**src/rtl/core/lpsd_pkg.sv**
```systemverilog
// Package for the length-prefixed stream deframer.
// Holds the item types, header geometry constants and status codes.
// No dependencies; every other file of the block imports it.
package lpsd_pkg;

    // Header layout: message number, then body length, both little-endian.
    localparam int unsigned HdrBytes     = 12;
    localparam int unsigned NumBytes     = 8;
    localparam int unsigned LenBytes     = 4;
    localparam int unsigned NumW         = 8 * NumBytes;
    localparam int unsigned LenW         = 8 * LenBytes;
    // The last header byte is taken straight from the input, so it is not stored.
    localparam int unsigned HdrStoreDepth = HdrBytes - 1;
    localparam int unsigned HdrCntW      = $clog2(HdrBytes);
    localparam int unsigned HdrIdxW      = $clog2(HdrStoreDepth);

    // Status codes carried in a result item.
    localparam logic StatusOk       = 1'b0;
    localparam logic StatusBadNumber = 1'b1;

    // One received stream byte.
    typedef struct packed {
        logic [7:0] data_byte;
        logic       chunk_end;
    } t_in_item;

    // One delivered result.
    typedef struct packed {
        logic [7:0] out_byte;
        logic       byte_valid;
        logic       message_end;
        logic       status;
    } t_out_item;

    // Result of one processing step, handed from the parser to the output register.
    typedef struct packed {
        logic      has_result;
        t_out_item item;
    } t_step_result;

endpackage

```
**src/rtl/core/lpsd_in_reg.sv**
```systemverilog
// Input register of the deframer: holds one accepted item for the parser.
// Depends on lpsd_pkg for the input item type.
module lpsd_in_reg (
    input  logic              i_clk,
    input  logic              i_rst_n,
    input  logic              i_in_valid,
    input  lpsd_pkg::t_in_item i_in_item,
    output logic              o_in_stall,
    input  logic              i_advance,
    output logic              o_valid,
    output lpsd_pkg::t_in_item o_item
);
    import lpsd_pkg::*;

    logic     r_valid;
    t_in_item r_item;
    logic     w_accept;

    // A new item enters when the register is empty or its item moves on this cycle.
    assign o_in_stall = r_valid && !i_advance;
    assign w_accept   = i_in_valid && !o_in_stall;

    always_ff @(posedge i_clk) begin
        if (!i_rst_n) begin
            r_valid <= 1'b0;
        end else if (w_accept) begin
            r_valid <= 1'b1;
        end else if (i_advance) begin
            r_valid <= 1'b0;
        end
    end

    // Payload needs no reset.
    always_ff @(posedge i_clk) begin
        if (w_accept) begin
            r_item <= i_in_item;
        end
    end

    assign o_valid = r_valid;
    assign o_item  = r_item;

endmodule

```
**src/rtl/core/lpsd_parser.sv**
```systemverilog
// Framing state and per-byte decision logic of the deframer.
// Depends on lpsd_pkg for header constants, item types and status codes.
module lpsd_parser (
    input  logic                  i_clk,
    input  logic                  i_rst_n,
    input  logic                  i_cfg_wr,
    input  logic                  i_cfg_raw_mode,
    input  logic                  i_advance,
    input  lpsd_pkg::t_in_item     i_item,
    output lpsd_pkg::t_step_result o_step
);
    import lpsd_pkg::*;

    logic               r_raw_mode;
    logic [HdrCntW-1:0] r_hdr_count, n_hdr_count;
    logic [NumW-1:0]    r_expected, n_expected;
    logic [LenW-1:0]    r_remaining, n_remaining;
    logic               r_in_body, n_in_body;
    logic               r_error_halt, n_error_halt;
    logic [7:0]         r_hdr_store [0:HdrStoreDepth-1];

    logic [NumW-1:0]    w_number;
    logic [LenW-1:0]    w_length;
    logic               w_hdr_last;
    logic               w_store_wr;

    // Assemble the header fields from the stored bytes and the current one.
    always_comb begin
        for (int i = 0; i < NumBytes; i++) begin
            w_number[8*i +: 8] = r_hdr_store[i];
        end
        for (int i = 0; i < LenBytes - 1; i++) begin
            w_length[8*i +: 8] = r_hdr_store[NumBytes + i];
        end
        w_length[LenW-1 -: 8] = i_item.data_byte;
    end

    assign w_hdr_last = (r_hdr_count == HdrCntW'(HdrBytes - 1));

    // Decide the result of the byte in the input register and the next state.
    always_comb begin
        n_hdr_count  = r_hdr_count;
        n_expected   = r_expected;
        n_remaining  = r_remaining;
        n_in_body    = r_in_body;
        n_error_halt = r_error_halt;
        w_store_wr   = 1'b0;
        o_step       = '0;
        o_step.item.status = StatusOk;

        if (r_raw_mode) begin
            o_step.has_result       = 1'b1;
            o_step.item.out_byte    = i_item.data_byte;
            o_step.item.byte_valid  = 1'b1;
            o_step.item.message_end = i_item.chunk_end;
        end else if (!r_error_halt) begin
            if (r_in_body) begin
                n_remaining             = r_remaining - LenW'(1);
                o_step.has_result       = 1'b1;
                o_step.item.out_byte    = i_item.data_byte;
                o_step.item.byte_valid  = 1'b1;
                if (r_remaining == LenW'(1)) begin
                    n_in_body               = 1'b0;
                    n_expected              = r_expected + NumW'(1);
                    o_step.item.message_end = 1'b1;
                end
            end else if (w_hdr_last) begin
                n_hdr_count = '0;
                if (w_number != r_expected) begin
                    n_error_halt       = 1'b1;
                    o_step.has_result  = 1'b1;
                    o_step.item.status = StatusBadNumber;
                end else if (w_length == '0) begin
                    n_expected              = r_expected + NumW'(1);
                    o_step.has_result       = 1'b1;
                    o_step.item.message_end = 1'b1;
                end else begin
                    n_remaining = w_length;
                    n_in_body   = 1'b1;
                end
            end else begin
                w_store_wr  = 1'b1;
                n_hdr_count = r_hdr_count + HdrCntW'(1);
            end
        end
    end

    // Mode register; the user must write it only while the block is idle, the block itself does not enforce this.
    always_ff @(posedge i_clk) begin
        if (!i_rst_n) begin
            r_raw_mode <= 1'b0;
        end else if (i_cfg_wr) begin
            r_raw_mode <= i_cfg_raw_mode;
        end
    end

    // Framing state advances once per processed item.
    always_ff @(posedge i_clk) begin
        if (!i_rst_n) begin
            r_hdr_count  <= '0;
            r_expected   <= '0;
            r_remaining  <= '0;
            r_in_body    <= 1'b0;
            r_error_halt <= 1'b0;
        end else if (i_advance) begin
            r_hdr_count  <= n_hdr_count;
            r_expected   <= n_expected;
            r_remaining  <= n_remaining;
            r_in_body    <= n_in_body;
            r_error_halt <= n_error_halt;
        end
    end

    // Header bytes are collected in order; the store has no reset.
    always_ff @(posedge i_clk) begin
        if (i_advance && w_store_wr) begin
            r_hdr_store[r_hdr_count[HdrIdxW-1:0]] <= i_item.data_byte;
        end
    end

    // The header count never reaches the header length.
    a_hdr_count_range: assert property (@(posedge i_clk) disable iff (!i_rst_n)
        r_hdr_count < HdrCntW'(HdrBytes))
        else $error("header count out of range");

    // While a body is open there is at least one body byte still to come.
    a_body_nonzero: assert property (@(posedge i_clk) disable iff (!i_rst_n)
        r_in_body |-> (r_remaining != '0))
        else $error("body open with nothing remaining");

    // Once halted on a bad number, the halt holds until reset.
    a_halt_sticky: assert property (@(posedge i_clk) disable iff (!i_rst_n)
        r_error_halt |=> r_error_halt)
        else $error("error halt cleared without reset");

    // A halted framed parser produces nothing.
    a_halt_silent: assert property (@(posedge i_clk) disable iff (!i_rst_n)
        (r_error_halt && !r_raw_mode) |-> !o_step.has_result)
        else $error("result produced while halted");

endmodule

```
**src/rtl/core/lpsd_out_reg.sv**
```systemverilog
// Output register of the deframer: holds one result item until the receiver takes it.
// Depends on lpsd_pkg for the result types.
module lpsd_out_reg (
    input  logic                  i_clk,
    input  logic                  i_rst_n,
    input  logic                  i_advance,
    input  lpsd_pkg::t_step_result i_step,
    input  logic                  i_out_stall,
    output logic                  o_out_valid,
    output lpsd_pkg::t_out_item    o_out_item
);
    import lpsd_pkg::*;

    logic      r_valid;
    t_out_item r_item;
    logic      w_load;

    assign w_load = i_advance && i_step.has_result;

    // Load a new result, or empty once the current one is taken.
    always_ff @(posedge i_clk) begin
        if (!i_rst_n) begin
            r_valid <= 1'b0;
        end else if (w_load) begin
            r_valid <= 1'b1;
        end else if (!i_out_stall) begin
            r_valid <= 1'b0;
        end
    end

    always_ff @(posedge i_clk) begin
        if (w_load) begin
            r_item <= i_step.item;
        end
    end

    assign o_out_valid = r_valid;
    assign o_out_item  = r_item;

endmodule

```
**src/rtl/core/length_prefixed_stream_deframer.sv**
```systemverilog
// Top level of the length-prefixed stream deframer.
// Depends on lpsd_pkg, lpsd_in_reg, lpsd_parser and lpsd_out_reg.
//
// Usage:
//   Input channel (i_in_valid / o_in_stall / i_in_item) takes one stream byte
//   per item. Output channel (o_out_valid / i_out_stall / o_out_item) delivers
//   at most one result item per input item. An item moves on a channel at a
//   rising edge with valid high and stall low.
//   Configuration channel (i_cfg_valid / o_cfg_ready / i_cfg_data) writes the
//   raw mode bit; it is always ready and must be written only while idle.
// Timing:
//   One item per cycle sustained while the output is not stalled. A result is
//   offered on the output once its item has passed the input register and the
//   decision step has loaded the output register.
// Reset:
//   Synchronous, active low. Clears the framing state, the expected number and
//   the mode bit; the parser starts on a header in framed mode.
// Stall:
//   A stalled result holds in the output register. The item in the input
//   register waits behind it, whether or not it gives a result, so o_in_stall
//   rises once the input register is full.
module length_prefixed_stream_deframer (
    input  logic               i_clk,
    input  logic               i_rst_n,
    input  logic               i_in_valid,
    output logic               o_in_stall,
    input  lpsd_pkg::t_in_item  i_in_item,
    output logic               o_out_valid,
    input  logic               i_out_stall,
    output lpsd_pkg::t_out_item o_out_item,
    input  logic               i_cfg_valid,
    output logic               o_cfg_ready,
    input  logic               i_cfg_data
);
    import lpsd_pkg::*;

    logic         w_in_valid;
    t_in_item     w_in_item;
    t_step_result w_step;
    logic         w_advance;

    // The held item is processed when the output register is free or draining.
    assign w_advance   = w_in_valid && (!o_out_valid || !i_out_stall);
    assign o_cfg_ready = 1'b1;

    lpsd_in_reg u_in_reg (
        .i_clk      (i_clk),
        .i_rst_n    (i_rst_n),
        .i_in_valid (i_in_valid),
        .i_in_item  (i_in_item),
        .o_in_stall (o_in_stall),
        .i_advance  (w_advance),
        .o_valid    (w_in_valid),
        .o_item     (w_in_item)
    );

    lpsd_parser u_parser (
        .i_clk          (i_clk),
        .i_rst_n        (i_rst_n),
        .i_cfg_wr       (i_cfg_valid && o_cfg_ready),
        .i_cfg_raw_mode (i_cfg_data),
        .i_advance      (w_advance),
        .i_item         (w_in_item),
        .o_step         (w_step)
    );

    lpsd_out_reg u_out_reg (
        .i_clk       (i_clk),
        .i_rst_n     (i_rst_n),
        .i_advance   (w_advance),
        .i_step      (w_step),
        .i_out_stall (i_out_stall),
        .o_out_valid (o_out_valid),
        .o_out_item  (o_out_item)
    );

    // The input side only stalls behind a stalled, full output register.
    a_stall_cause: assert property (@(posedge i_clk) disable iff (!i_rst_n)
        o_in_stall |-> (o_out_valid && i_out_stall))
        else $error("input stalled without output back-pressure");

    // A processed item that gives a result always shows on the output next cycle.
    a_result_lands: assert property (@(posedge i_clk) disable iff (!i_rst_n)
        (w_advance && w_step.has_result) |=> o_out_valid)
        else $error("result lost between parser and output register");

    // A status error result never carries payload or a message end.
    a_error_shape: assert property (@(posedge i_clk) disable iff (!i_rst_n)
        (o_out_valid && (o_out_item.status == StatusBadNumber))
            |-> (!o_out_item.byte_valid && !o_out_item.message_end))
        else $error("malformed error result");

endmodule

```
**config.mk**
```make
export PLATFORM = sky130hd
export DESIGN_NAME = length_prefixed_stream_deframer
export DESIGN_NICKNAME = d
export VERILOG_FILES = /design/src/rtl/core/lpsd_pkg.sv /design/src/rtl/core/lpsd_in_reg.sv /design/src/rtl/core/lpsd_parser.sv /design/src/rtl/core/lpsd_out_reg.sv /design/src/rtl/core/length_prefixed_stream_deframer.sv
export SDC_FILE = /design/constraint.sdc
export NUM_CORES = 1
export LEC_CHECK = 0
export ABC_CLOCK_PERIOD_IN_PS = 3700
export BUFFER_PORTS_ARGS = -buffer_cell sky130_fd_sc_hd__buf_2
export CAP_MARGIN = 20
export CELL_PAD_IN_SITES_DETAIL_PLACEMENT = 1
export CELL_PAD_IN_SITES_GLOBAL_PLACEMENT = 2
export CORE_MARGIN = 4
export CORE_UTILIZATION = 41
export DETAILED_ROUTE_END_ITERATION = 8
export GPL_ROUTABILITY_DRIVEN = 1
export GPL_TIMING_DRIVEN = 0
export MAX_ROUTING_LAYER = met4
export PLACE_DENSITY = 0.8
export SETUP_SLACK_MARGIN = 0.02
export SKIP_LAST_GASP = 1
export SYNTH_ARGS = -nofsm -noshare
export SYNTH_HDL_FRONTEND = slang
export SYNTH_HIERARCHICAL = 1
export SYNTH_SLANG_ARGS = --single-unit
```
**constraint.sdc**
```tcl
create_clock -name i_clk -period 3.7 [get_ports i_clk]
set_clock_uncertainty 0.1 [all_clocks]
set_input_delay 0.37 -clock i_clk [delete_from_list [all_inputs] [get_ports i_clk]]
set_output_delay 0.37 -clock i_clk [all_outputs]
set_load 0.005 [all_outputs]
```
==> reports/qor.yml, run 1 <==
critical_path:
  cp.arrival_ps: 3810
  reg2reg_to: "u_parser/r_expected[18]$_SDFFE_PN0P_"
  r2r_start: "u_parser/r_expected[1]$_SDFFE_PN0P_"
  cp_cell_sequence: "xor2_1, nor4_1, nand4_1, nor4_2, buf_2, a32oi_1, buf_2, clkbuf_1, o21ai_0, a21oi_1"
  cp_slowest_stage_delay_ps: 540
  crit_start: "u_parser/r_expected[1]$_SDFFE_PN0P_"
  rrSetupSlack_ps: 170
  path_class: "reg -> reg"
  crit_end: "u_parser/r_expected[18]$_SDFFE_PN0P_"
  cp_common_cell: "buf_2"
  endpoint_kind: "flop"
  path_max_fanout: 10
  required_ps: 3970
  ff2ff_path_depth: 10
  slowest_stage: "nor4_1"
  critPathLaunchType: "flop"
job:
  max_cap_violations: 0
logic_synthesis:
  synth_compound_area_frac: 0.133
  syn_inst: 972
  synth-main-ff-cell: "edfxtp_1"
  synth-simple-area-share: 0.219
  yosys.area_share.adder: 0.00877
  syn_nets: 994
  synth_top_family_by_area: "simple AND/OR/NAND/NOR gates"
  synth_area_leaders: "edfxtp_1 (32%), dfxtp_1 (21%), xor2_1 (5.8%)"
  yosys_warnings: 6
  synth_seq_area_share: 0.535
  yosysTopAreaCell: "edfxtp_1"
  synth_area_um2: 9980
  synthXorXnorAreaFrac: 0.0579
  synth_top_cells_by_count: "edfxtp_1 (108), dfxtp_1 (105), a21oi_1 (92)"
  yosys.cell_types.count: 69
  synth.top_cell.area_share: 0.325
  synthMuxAreaShare: 0.0187
  yosysMostFrequentCell: "edfxtp_1"
  synth_edf_count: 108
  syn_avg_cell_area_um2: 10.3
  async_flop_share: 0
  ys_ff_latch: 213
timing:
  clock.fmax_mhz: 283
  setup_violations: 0
  hold_ws_ps: 26.6
  maxSlewViolCount: 0
  rsz0062_at_grt: "true"
  finalCritPeriodShare: 0.954
  tightest_slew_ps: 1080
  max-slew-margin-rel: 0.274
  fin_crit_ps: 3530
  fin_ws_ps: 169
  hold_viol: 0
final_layout:
  final_layout_size_suffix_gt1_frac: 0.117
  finalNetCount: 1068
  fin_util: 0.487
  n_fill_cell: 2650
  num_antenna_cells: 0
  syn_to_final_growth_pct: 15.4
floorplan:
  ioPinCount: 29
  rows: 56
  fp.dieH_um: 164
  core_um2: 23700
  dieArea_um2: 26900
  fp.dieW_um: 164
  start_util: 0.422
placed_design:
  dp_slack_ps: -133
  place_congestion: 0.835
  port_buffers: 27
  dp_hpwl_um: 23100
detailed_routing:
  drc: 0
  drtPass1Iterations: 5
  wl_per_cell_um: 24.2
  num_vias: 8233
  drt_iter0_markers: 590
  postRouteAntennaNets: 0
  wirelength_um: 33400
  viasPerCell: 5.95
cts:
  clock_sinks: 213
  cts_buffer_depth: 3
  clk_latency_ps: 530
  h-tree-depth: 1
  root_buffer: "clkbuf_16"
  numCtsBuffers: 25
  tritoncts: "done"
  clk_pin_slew_ps: 60
power:
  power_leakage_nw: 4.02
  powerDensity_nw_per_um2: 445
  finalPower_mw: 5.13
  vdd_drop_max_mv: 0.499
global_routing:
  grt_max_degree: 14
  grt.overflow.total: 0
  grt_pass1_vias: 8191
  grt_pass1_wl_um: 50200
  grtUsageTotal: 0.256
  grt_antenna_before_repair: 0
min_path:
  min_path_type: "in -> reg"
outcome:
  status: "finished clean"
where the power goes:
part	internal [mW]	switching (mW)	total (mW)
Combinational	0.0492	0.128	0.177
Sequential	2.50	0.0127	2.52
Clock	1.45	0.993	2.44
cell families (layout without fill, tap and decap cells):
logic type | count (synthesis) | after routing
multiplexers | 18 | 18
AO/OA/AOI/OAI | 213 | 213
XOR/XNOR | 66 | 66
buffers and inverters | 68 | 161
adder cells (fa/ha/maj) | 7 | 7
AND/OR/NAND/NOR | 386 | 386
other | 1 | 1
flip-flops | 213 | 213
through the flow:
| stage | area, um^2 | std cells | setup TNS [ps] |
|---|---|---|---|
| after floorplan | 9980 | 972 | 0 |
| after global placement | 10500 | 1318 | -1670 |
| after detailed placement | 10500 | 1318 | -2300 |
| after CTS | 11500 | 1382 | 0 |
| after global routing | 11500 | 1384 | 0 |
| final | 11500 | 1384 | 0 |
cell usage in the layout, fill, tap and decap left out, types with 23 or more instances in the layout:
cell / n
nor3_1: 25
a21oi_1: 92
dfxtp_1: 105
nor2_1: 56
nand3_1: 23
o21ai_0: 46
xor2_1: 66
or3_1: 35
inv_1: 23
edfxtp_1: 108
buf_2: 33
nand2_1: 78
nor4_1: 34
clkbuf_16: 25
nand4_1: 32
clkbuf_1: 34
how the worst min path moves through the flow:
stage                                          start                                     to  slack [ps]  cells past startpoint
2_1_floorplan  u_parser/r_remaining[18]$_SDFFE_PN0P_  u_parser/r_remaining[18]$_SDFFE_PN0P_         350                      2
3_3_place_gp   u_parser/r_remaining[18]$_SDFFE_PN0P_  u_parser/r_remaining[18]$_SDFFE_PN0P_         380                      2
3_5_place_dp    u_parser/r_remaining[6]$_SDFFE_PN0P_   u_parser/r_remaining[6]$_SDFFE_PN0P_         390                      2
4_1_cts                                   i_cfg_data       u_parser/r_raw_mode$_SDFFE_PN0P_           7                      3
5_1_grt                                   i_cfg_data       u_parser/r_raw_mode$_SDFFE_PN0P_          20                      3
6_report                                  i_cfg_data       u_parser/r_raw_mode$_SDFFE_PN0P_          30                      3
cell type report:
class / count / area (um^2) / area share
plain buffers: 44 / 178 / 0.0154
repair buffers: 47 / 310 / 0.0269
well taps: 319 / 399 / 0.0346
clock buffers: 27 / 633 / 0.0549
multi-input cells: 691 / 4390 / 0.381
clock inverters: 19 / 179 / 0.0155
inverters: 24 / 90.1 / 0.00782
flip-flops and latches: 213 / 5350 / 0.464
per-layer routing:
metal / up-vias / share of wire / global-route usage
met3: 46 / 0.058 / 0.0289
met4: 0 / 0.020 / 0.0541
li1: 3802 / - / -
met1: 4130 / 0.49 / 0.377
met2: 255 / 0.44 / 0.383
met5: - / 0 / -
critical path, delay by kind of cell (launching register included):
family / cells / cell delay [ps]
compound gates: 3 / 550
flops: 1 / 410
simple gates: 3 / 1170
buf+inv: 3 / 930
xor+xnor: 1 / 200
sequential cells by signal (all words and copies together), names as in the netlist:
signal                 count
u_parser/r_error_halt      1
u_parser/r_in_body         1
u_out_reg/o_out_valid      1
u_parser/r_expected       64
u_in_reg/o_valid           1
u_parser/r_raw_mode        1
u_parser/r_remaining      32
u_parser/r_hdr_count       4
u_parser/r_hdr_store      88
u_in_reg/o_item            9
u_out_reg/o_out_item      11
timing repair:
item                                    in CTS  in global routing
hold endpoints to repair                    10                  0
pin swaps                                    0                  1
endpoints found under the setup margin      29                 25
resized for setup                            2                  2
buffers inserted                             8                  1
hold buffers                                10                  0
No activity file was read; power rests on OpenSTA's default activity.
==> run 2: changes to the inputs <==
--- a/config.mk
+++ b/config.mk
@@ -17,6 +17,7 @@
 export GPL_TIMING_DRIVEN = 0
 export MAX_ROUTING_LAYER = met4
 export PLACE_DENSITY = 0.8
+export RECOVER_POWER = 50
 export SETUP_SLACK_MARGIN = 0.02
 export SKIP_LAST_GASP = 1
 export SYNTH_ARGS = -nofsm -noshare
==> reports/qor.yml, run 2 (synthesis results as in run 1) <==
power:
  finalPower_mw: 5.13  # about the same
  powerDensity_nw_per_um2: 447  # +0.38%
  vdd_drop_max_mv: 0.498  # about the same
  power_leakage_nw: 3.96  # -1.5%
timing:
  hold_ws_ps: 32.1  # +5.53 ps
  fin_ws_ps: 152  # -16.2 ps
  clock.fmax_mhz: 282  # -0.46%
  finalCritPeriodShare: 0.959  # +0.00439
  setup_violations: 0  # unchanged
  hold_viol: 0  # unchanged
  max-slew-margin-rel: 0.171  # -0.102
  maxSlewViolCount: 0  # unchanged
  fin_crit_ps: 3550  # +16.2 ps
  rsz0062_at_grt: "true"
  tightest_slew_ps: 1240  # +162 ps
critical_path:
  required_ps: 3970  # about the same
  cp.arrival_ps: 3820  # about the same
  endpoint_kind: "flop"
  critPathLaunchType: "flop"
  path_max_fanout: 10  # unchanged
  path_class: "reg -> reg"
detailed_routing:
  postRouteAntennaNets: 0  # unchanged
  drt_iter0_markers: 638  # +8.1%
  drc: 0  # unchanged
  drtPass1Iterations: 5  # unchanged
  num_vias: 8191  # -0.51%
  wirelength_um: 33500  # about the same
  viasPerCell: 5.92  # -0.51%
  wl_per_cell_um: 24.2  # about the same
placed_design:
  place_congestion: 0.835  # unchanged
  postPlaceCellArea_um2: 10500  # unchanged
  dp_slack_ps: -133  # unchanged
  port_buffers: 27  # unchanged
  dp_hpwl_um: 23100  # unchanged
final_layout:
  finalNetCount: 1068  # unchanged
  layout_commonest_cell: "edfxtp_1"
  n_fill_cell: 2666  # +0.60%
  syn_to_final_growth_pct: 14.9
  fin_util: 0.484  # -0.00217
  largest_register_ffs: 88  # unchanged
  stdcell_area_um2: 11500  # -0.45%
  num_antenna_cells: 0  # unchanged
  final_cell_mix: "edfxtp_1 (108), dfxtp_1 (105), a21oi_1 (92), nand2_1 (78), xor2_1 (66)"
  final_layout_size_suffix_gt1_frac: 0.100  # -0.0169
floorplan:
  ioPinCount: 29  # unchanged
  dieArea_um2: 26900  # unchanged
  fp.dieH_um: 164  # unchanged
  rows: 56  # unchanged
  start_util: 0.422  # unchanged
  core_um2: 23700  # unchanged
  fp.dieW_um: 164  # unchanged
cts:
  clk_latency_ps: 530  # about the same
  root_buffer: "clkbuf_16"
  clk_pin_slew_ps: 60  # about the same
  cts_buffer_depth: 3  # unchanged
  clock_sinks: 213  # unchanged
  numCtsBuffers: 25  # unchanged
  tritoncts: "done"
  h-tree-depth: 1  # unchanged
global_routing:
  grt_max_degree: 14  # unchanged
  grt_pass1_wl_um: 50200  # unchanged
  grt_antenna_before_repair: 0  # unchanged
  grt_pass1_vias: 8191  # unchanged
  grt.overflow.total: 0  # unchanged
  grtUsageTotal: 0.256  # unchanged
min_path:
  min_path_type: "in -> reg"
job:
  max_cap_violations: 0  # unchanged
outcome:
  status: "finished clean"
## run 2: cell types whose count changed in the layout (fill, tap and decap cells not counted)
cell and change:
buf_4 -9, and2_1 -2, clkbuf_1 +19, nor2b_1 +1
buf_2 -8, buf_1 -2, nor2b_4 -1, and2_0 +2
## run 2: cell type report
| class | instances | area, um^2 | share of cell area |
|---|---|---|---|
| clock inverter | 19 | 179 | 0.0156 |
| tap | 319 | 399 | 0.0348 |
| inverter | 24 | 90.1 | 0.00785 |
| timing repair buffer | 47 | 267 | 0.0232 |
| multi-input combinational | 691 | 4380 | 0.382 |
| clock buffer | 27 | 633 | 0.0552 |
| buffer | 44 | 178 | 0.0155 |
| sequential | 213 | 5350 | 0.466 |
## run 2: worst paths after layout
kind,startpoint,end,slack (ps),cells after the start
worst max-delay path,u_parser/r_expected[1]$_SDFFE_PN0P_,u_parser/r_expected[18]$_SDFFE_PN0P_,150,10
worst min-delay path,i_cfg_data,u_parser/r_raw_mode$_SDFFE_PN0P_,30,3
worst max register to register,u_parser/r_expected[1]$_SDFFE_PN0P_,u_parser/r_expected[18]$_SDFFE_PN0P_,150,10
worst min register to register,u_parser/r_remaining[6]$_SDFFE_PN0P_,u_parser/r_remaining[6]$_SDFFE_PN0P_,390,2
## run 2: repair_timing
action,in CTS,in global routing
setup buffers,8,1
gates resized for setup,2,2
pin swaps,0,1
endpoints found under the setup margin,29,25
hold endpoints to repair,10,0
hold buffers,10,0
## run 2: metrics by stage
stage | TNS (ps) | cells
2_1_floorplan | 0 | 972
3_3_place_gp | -1670 | 1318
3_5_place_dp | -2300 | 1318
4_1_cts | 0 | 1382
5_1_grt | 0 | 1384
6_report | 0 | 1384
## run 2: routing by layer
layer,wire (um),up-vias,global-route usage
met3,1860,47,0.0289
met1,16300,4101,0.377
met4,727,0,0.0541
li1,-,3799,-
met2,14600,244,0.383
met5,0,-,-
## run 2: power by group
part	switching [mW]	internal [mW]	leakage (nW)	total [mW]
Combinational	0.128	0.0427	1.75	0.171
Clock	0.995	1.45	0.392	2.44
Sequential	0.0126	2.50	1.82	2.52
## run 2: critical path, cell delays in order, from the launching register on
cell      delay, ps
dfxtp_1         420
xor2_1          200
nor4_1          530
nand4_1         250
nor4_2          410
buf_2           320
a32oi_1         230
buf_2           320
clkbuf_1        290
o21ai_0         240
a21oi_1          80
